<file path="config.mk">
export PLATFORM = sky130hd
export DESIGN_NAME = tpa_divider
export DESIGN_NICKNAME = d
export VERILOG_FILES = /design/src/hw/rtl/tpa_pkg.sv /design/src/hw/rtl/tpa_divider.sv
export SDC_FILE = /design/constraint.sdc
export NUM_CORES = 1
export LEC_CHECK = 0
export BUFFER_PORTS_ARGS = -buffer_cell sky130_fd_sc_hd__buf_2
export CORE_UTILIZATION = 40
export CTS_CLUSTER_SIZE = 25
export DETAILED_ROUTE_END_ITERATION = 6
export SYNTH_ARGS = -nofsm -noshare
export SYNTH_HDL_FRONTEND = slang
export SYNTH_SLANG_ARGS = --single-unit
</file>
<file path="constraint.sdc">
create_clock -name clk -period 4.4 [get_ports clk]
set_input_delay 0.66 -clock clk [delete_from_list [all_inputs] [get_ports clk]]
set_output_delay 0.66 -clock clk [all_outputs]
set_load 0.05 [all_outputs]
</file>
<file path="src/hw/rtl/tpa_pkg.sv">
// ----------------------------------------------------------------------------
// tpa_pkg
// Shared widths, register indexes and structures of the temporal pixel
// accumulator.
// ----------------------------------------------------------------------------
package tpa_pkg;

  localparam int PIXELS_MAX = 65536;
  localparam int ADDR_W     = $clog2(PIXELS_MAX);
  localparam int FRAME_W    = ADDR_W + 1;
  localparam int COLOR_W    = 16;
  localparam int NORM_W     = 16;
  localparam int DEPTH_W    = 24;
  localparam int CNT_W      = 16;
  localparam int CFG_W      = 17;
  localparam int CFG_IDX_W  = 2;
  localparam int DIV_NUM_W  = CNT_W + 2;
  localparam int DIV_DEN_W  = CNT_W + 1;
  localparam int DIV_STEPS  = DIV_NUM_W;

  localparam logic [CFG_IDX_W-1:0] REG_HIST_LIMIT       = 2'd0;
  localparam logic [CFG_IDX_W-1:0] REG_NORMAL_THRESHOLD = 2'd1;
  localparam logic [CFG_IDX_W-1:0] REG_DEPTH_TOLERANCE  = 2'd2;
  localparam logic [CFG_IDX_W-1:0] REG_FRAME_PIXELS     = 2'd3;

  localparam logic [CNT_W-1:0]   RST_HIST_LIMIT       = 16'd32;
  localparam logic [NORM_W-1:0]  RST_NORMAL_THRESHOLD = 16'd14746;
  localparam logic [CNT_W-1:0]   RST_DEPTH_TOLERANCE  = 16'd410;
  localparam logic [FRAME_W-1:0] RST_FRAME_PIXELS     = FRAME_W'(PIXELS_MAX);

  typedef struct packed {
    logic [ADDR_W-1:0]         addr;
    logic                      last;
    logic                      hv;
    logic [COLOR_W-1:0]        red;
    logic [COLOR_W-1:0]        green;
    logic [COLOR_W-1:0]        blue;
    logic signed [NORM_W-1:0]  nx;
    logic signed [NORM_W-1:0]  ny;
    logic signed [NORM_W-1:0]  nz;
    logic [DEPTH_W-1:0]        depth;
    logic                      guides;
  } pix_t;

  typedef struct packed {
    logic [COLOR_W-1:0]        red;
    logic [COLOR_W-1:0]        green;
    logic [COLOR_W-1:0]        blue;
    logic signed [NORM_W-1:0]  nx;
    logic signed [NORM_W-1:0]  ny;
    logic signed [NORM_W-1:0]  nz;
    logic [DEPTH_W-1:0]        depth;
    logic                      guides;
    logic [CNT_W-1:0]          samples;
  } hist_entry_t;

  typedef struct packed {
    logic [CNT_W-1:0]          hist_limit;
    logic signed [NORM_W-1:0]  normal_threshold;
    logic [CNT_W-1:0]          depth_tolerance;
  } guide_cfg_t;

  typedef struct packed {
    logic              valid;
    logic [ADDR_W-1:0] addr;
  } stage_tag_t;

  typedef struct packed {
    pix_t               pix;
    logic [COLOR_W-1:0] hred;
    logic [COLOR_W-1:0] hgreen;
    logic [COLOR_W-1:0] hblue;
    logic               accept;
    logic [CNT_W-1:0]   count;
  } blend_t;

  typedef struct packed {
    pix_t               pix;
    logic [COLOR_W-1:0] bred;
    logic [COLOR_W-1:0] bgreen;
    logic [COLOR_W-1:0] bblue;
    logic [2:0]         dir;
    logic               accept;
    logic [CNT_W-1:0]   count;
  } side_t;

endpackage

</file>
<file path="src/hw/rtl/tpa_divider.sv">
// ----------------------------------------------------------------------------
// tpa_divider
// Pipelined restoring divider, one quotient bit per stage.
// ----------------------------------------------------------------------------
module tpa_divider (
  input  logic                           clk,
  input  logic                           en,
  input  logic [tpa_pkg::DIV_NUM_W-1:0]  num,
  input  logic [tpa_pkg::DIV_DEN_W-1:0]  den,
  output logic [tpa_pkg::CNT_W-1:0]      quo
);
  import tpa_pkg::*;

  logic [DIV_DEN_W-1:0] rem_r [DIV_STEPS];
  logic [DIV_NUM_W-1:0] nq_r  [DIV_STEPS];
  logic [DIV_DEN_W-1:0] den_r [DIV_STEPS];

  always_ff @(posedge clk) begin
    logic [DIV_DEN_W-1:0] rem_i;
    logic [DIV_NUM_W-1:0] nq_i;
    logic [DIV_DEN_W-1:0] den_i;
    logic [DIV_DEN_W:0]   trial;
    if (en) begin
      for (int i = 0; i < DIV_STEPS; i++) begin
        if (i == 0) begin
          rem_i = '0;
          nq_i  = num;
          den_i = den;
        end else begin
          rem_i = rem_r[i-1];
          nq_i  = nq_r[i-1];
          den_i = den_r[i-1];
        end
        trial = {rem_i, nq_i[DIV_NUM_W-1]};
        if (trial >= {1'b0, den_i}) begin
          trial    = trial - {1'b0, den_i};
          nq_r[i]  <= {nq_i[DIV_NUM_W-2:0], 1'b1};
        end else begin
          nq_r[i]  <= {nq_i[DIV_NUM_W-2:0], 1'b0};
        end
        rem_r[i] <= trial[DIV_DEN_W-1:0];
        den_r[i] <= den_i;
      end
    end
  end

  assign quo = nq_r[DIV_STEPS-1][CNT_W-1:0];

endmodule

</file>
== After elaboration in Yosys (flattened, before gate mapping) ==
Memories as Yosys holds them, arrays and structs flattened.
Cells that the tools add are included.

* Output and inout bits: 16
* Memories kept: 3
* RAM bits: 936
* Bits in registers: 0
* Word-level logic and storage cells: 275
* Bits of input ports: 37

* Add/subtract/negate cells: 18
* Bitwise logic cells: 18
* Muxes and demuxes: 218
* $lt $le $gt $ge: 18

{| class="wikitable"
|+ Memories
! name !! depth !! width !! rd ports !! clocked after Yosys merged registers in !! wr ports !! line !! source
|-
| nq_r || 18 || 18 || 18 || 0 || 18 || tpa_divider.sv:15 || <nowiki>logic [DIV_NUM_W-1:0] nq_r [DIV_STEPS];</nowiki>
|-
| den_r || 18 || 17 || 17 || 0 || 18 || tpa_divider.sv:16 || <nowiki>logic [DIV_DEN_W-1:0] den_r [DIV_STEPS];</nowiki>
|-
| rem_r || 18 || 17 || 17 || 0 || 18 || tpa_divider.sv:14 || <nowiki>logic [DIV_DEN_W-1:0] rem_r [DIV_STEPS];</nowiki>
|}

{| class="wikitable"
|+ Operator list
! operator !! number
|-
| $mux 17 || 72
|-
| $mux 18 || 36
|-
| $ge 18x17->1 || 18
|-
| $sub 17x17->17 || 18
|-
| $mux 1 || 110
|-
| $or 1x1->1 || 18
|}

== Logic depth before layout (Yosys ltp) ==
An unclocked memory read counts as a cell.

* Depth after elaboration: 7
* Gate-level depth with buffers: 13
* Mapped depth without buffers: 11

== Least setup slack after synthesis ==
OpenSTA, ideal clock, no wires.

* Kind: register -> register
* From: memory nq_r[15][17] in the netlist's numbering
* To: memory rem_r[16][10] in the netlist's numbering (data pin)
* Arrival time: 2860 ps
* Stages on the path, launching flop included: 13
* Library setup time: 260 ps
* Clock period less this slack: 3120 ps
* Required time: 4140 ps
* Slack: 1280 ps
* Path buffers: 1
* Cells stage by stage: edfxtp_1 -> inv_1 -> ha_1 -> inv_1 -> fa_1 -> a211o_1 -> a211o_1 -> a21oi_2 -> a21o_1 -> a31oi_1 -> nor3_4 -> buf_4 -> mux2_2

{| class="wikitable"
|+ RTL lines
! element !! line
|-
| start: declaration || tpa_divider.sv:15
|-
| end: declaration || tpa_divider.sv:14
|}

==> flow_metrics.env <==
export IMPL_critPathKind="reg -> reg"
export IMPL_rsz0062_at_grt="false"
export IMPL_ioPinCount=53
export IMPL_die_w_um=334
export IMPL_cpPeakStageDelay_ps=630
export IMPL_worstMarginPinSlew_ps=1130
export IMPL_cap_violations=0
export IMPL_synth_top_family_by_area="compound AO/OA/AOI/OAI gates"
export IMPL_die_y_um=334
export IMPL_finalCoreUtilization=0.453
export IMPL_ant_nets=0
export IMPL_synth_compound_area_frac=0.126
export IMPL_grt_max_degree=104
export IMPL_core_area_um2=109000
export IMPL_hold_class="in -> reg"
export IMPL_first_global_vias=26525
export IMPL_cp_startpoint="nq_r[6][17]"
export IMPL_root_buffer="clkbuf_16"
export IMPL_synth_edf_count=866
export IMPL_grt_ovfl_total=0
export IMPL_min_period_over_period=0.791
export IMPL_grt_pass1_wl_um=142000
export IMPL_start_util=0.404
export IMPL_cts_sinks=867
export IMPL_cp_common_cell="inv_1"
export IMPL_insertion_delay_ps=680
export IMPL_hp_start="num[7]"
export IMPL_slowest_stage="o32ai_4"
export IMPL_synthFlopType="edfxtp_1"
export IMPL_place_congestion=0.872
export IMPL_syn_nets=3940
export IMPL_start_kind="register"
export IMPL_hold_viol=0
export IMPL_cts_htree_levels=3
export IMPL_gr_usage_all_layers=0.158
export IMPL_synth_adder_area_share=0.0898
export IMPL_finalSetupViolations=0
export IMPL_fmax_mhz=287
export IMPL_r2r_start="nq_r[6][17]"
export IMPL_clk_path_buf_depth=3
export IMPL_fin_skew_ps=43.2
export IMPL_mostFrequentLayoutCell="edfxtp_1"
export IMPL_run_status="finished clean"
export IMPL_routed_wl_um=87900
export IMPL_syn_instance_count=3596
export IMPL_antenna_found_initial=0
export IMPL_final_nets=4039
export IMPL_cp_data_arrival_time_ps=3910
export IMPL_antennaDiodeCount=0
export IMPL_final_cell_mix="edfxtp_1 (866), inv_1 (368), ha_1 (291), o21ai_0 (251), nand2_1 (237)"
export IMPL_synthMuxAreaShare=0.0364
export IMPL_ys_warn_count=0
export IMPL_pwr_density_cell_nw_per_um2=680
export IMPL_synthArstFlopShare=0
export IMPL_rr_worst_depth=10
export IMPL_die_area_um2=112000
export IMPL_ys_seq_area_frac=0.590
export IMPL_whs_endpoint="nq_r[0][8]"
export IMPL_yosysTopAreaCell="edfxtp_1"
export IMPL_avgSynthCellArea_um2=12.3
export IMPL_p_leak_nw=19.2
export IMPL_dp_hpwl_um=64700
export IMPL_ff2ff_setup_slack_ps=920
export IMPL_setup_tns_final_ps=0
export IMPL_drv_slew=0
export IMPL_ys_ff_latch=867
export IMPL_ys_types=86
export IMPL_peakVddDrop_mv=0.311
export IMPL_clkSlewWorstSetupHoldPaths_ps=60
export IMPL_synth_xor_area_frac=0.0365
export IMPL_drt_first_pass_iters=5
export IMPL_via_count=26896
export IMPL_cts_resized_gates=0
export IMPL_whs_path_depth=1
export IMPL_drc=0
export IMPL_via_per_inst=5.13
export IMPL_area_growth_synth_to_final_pct=12.1
export IMPL_drt_iter0_markers=1649
export IMPL_numPortBuffers=52
export IMPL_fin_crit_ps=3480
export IMPL_r2r_end="rem_r[7][1]"
export IMPL_end_kind="register"
export IMPL_cts_tree="yes"
export IMPL_p_total_mw=33.7
export IMPL_wire_per_inst_um=16.8
export IMPL_synth_area_leaders="edfxtp_1 (59%), ha_1 (8.3%), inv_1 (3.1%), mux2_2 (3.0%), o21ai_0 (2.8%)"
export IMPL_slew_headroom=0.245
export IMPL_hold_buffers=0
export IMPL_syn_area_um2=44100
export IMPL_postCtsSetupBuffers=0
export IMPL_cts_buffers=93
export IMPL_required_ps=4830
export IMPL_synth_simple_area_share=0.0817
export IMPL_yosys_area_top_type_share=0.589
export IMPL_worst_path_max_fanout=34
export IMPL_crit_chain="inv_1, ha_1, inv_1, fa_1, a2111oi_0, nor3_1, o31ai_1, a21oi_1, o32ai_4, mux2_2"
export IMPL_rows=121
export IMPL_drive_gt1_frac=0.0997
-- state kept, by name, summed over array words and instances (netlist names) --
name and cells:
den_r 289, rem_r 289, nq_r 289
-- Yosys cell counts, types with 7 or more instances --
cell / n
mux2i_1: 17
a21oi_1: 216
xnor2_1: 104
o31ai_1: 24
and3_1: 18
nor3b_1: 7
a21boi_0: 8
nand4_1: 43
o31a_1: 14
xor2_1: 80
and2_1: 24
nor2_1: 211
nor3_1: 45
nand2b_1: 34
or3_1: 16
ha_1: 291
o21bai_1: 26
clkbuf_1: 78
mux2_4: 8
o41a_1: 9
buf_2: 8
mux2_2: 116
a21o_1: 80
edfxtp_1: 866
a221oi_1: 8
a211o_1: 12
o21a_1: 66
o21ai_0: 251
a41oi_1: 9
fa_1: 16
inv_1: 368
o211ai_1: 20
a211oi_1: 41
nand3_1: 57
nor2b_1: 34
a31oi_1: 26
nand2_1: 237
o22ai_1: 8
-- how the worst max path moves through the flow --
stage / to / slack [ps] / cells after the start
global placement: rem_r[7][1] / 1030 / 10
detailed placement: rem_r[9][12] / 980 / 11
CTS: rem_r[9][12] / 950 / 11
global route: rem_r[7][1] / 690 / 10
floorplan: rem_r[16][10] / 1280 / 12
finish: rem_r[7][1] / 920 / 10
-- cell families after synthesis --
family,Yosys count
mux,142
fa+ha+maj,307
compound gates,876
flops,867
buf+inv,458
simple gates,762
xor+xnor,184
-- routing by layer --
metal	track usage	share of wire	wire [um]	vias up
li1	-	-	-	13484
met1	0.206	0.45	39600	12833
met2	0.273	0.49	43400	439
met3	0.0241	0.032	2840	140
met4	0.0433	0.024	2070	0
met5	0	0	0	-
-- power breakdown --
group | leakage, nW | total [mW] | internal, mW | switching (mW)
Clock | 1.50 | 7.96 | 4.68 | 3.28
Sequential | 8.45 | 12.6 | 11.6 | 1.03
Combinational | 9.22 | 13.1 | 5.89 | 7.18
Total | 19.2 | 33.7 | 22.2 | 11.5
-- area by class of cell --
cell class	instances	area [um2]
flip-flops and latches	867	26000
repair buffers	94	711
fillers	9893	59700
inverters	368	1380
clock buffers	112	2400
clock inverters	58	708
multi-input cells	2271	16400
well taps	1476	1850
-- metrics by stage --
stage | instances | hold WS [ps] | area [um2] | worst slack (ps)
6_report | 5246 | 158 | 49500 | 922
5_1_grt | 5246 | 120 | 49500 | 695
4_1_cts | 5246 | 108 | 49500 | 952
3_5_place_dp | 5076 | 405 | 46400 | 981
3_3_place_gp | 5076 | 401 | 46400 | 1030
2_1_floorplan | 3596 | 400 | 44100 | 1280
-- critical path, delay by kind of cell (launching register included) --
family,cells,cell delay (ps)
flops,1,420
fa+ha+maj,2,570
mux,1,410
compound gates,4,1540
buf+inv,2,130
simple gates,1,170
Note: power is estimated with default switching activity, not from simulation.
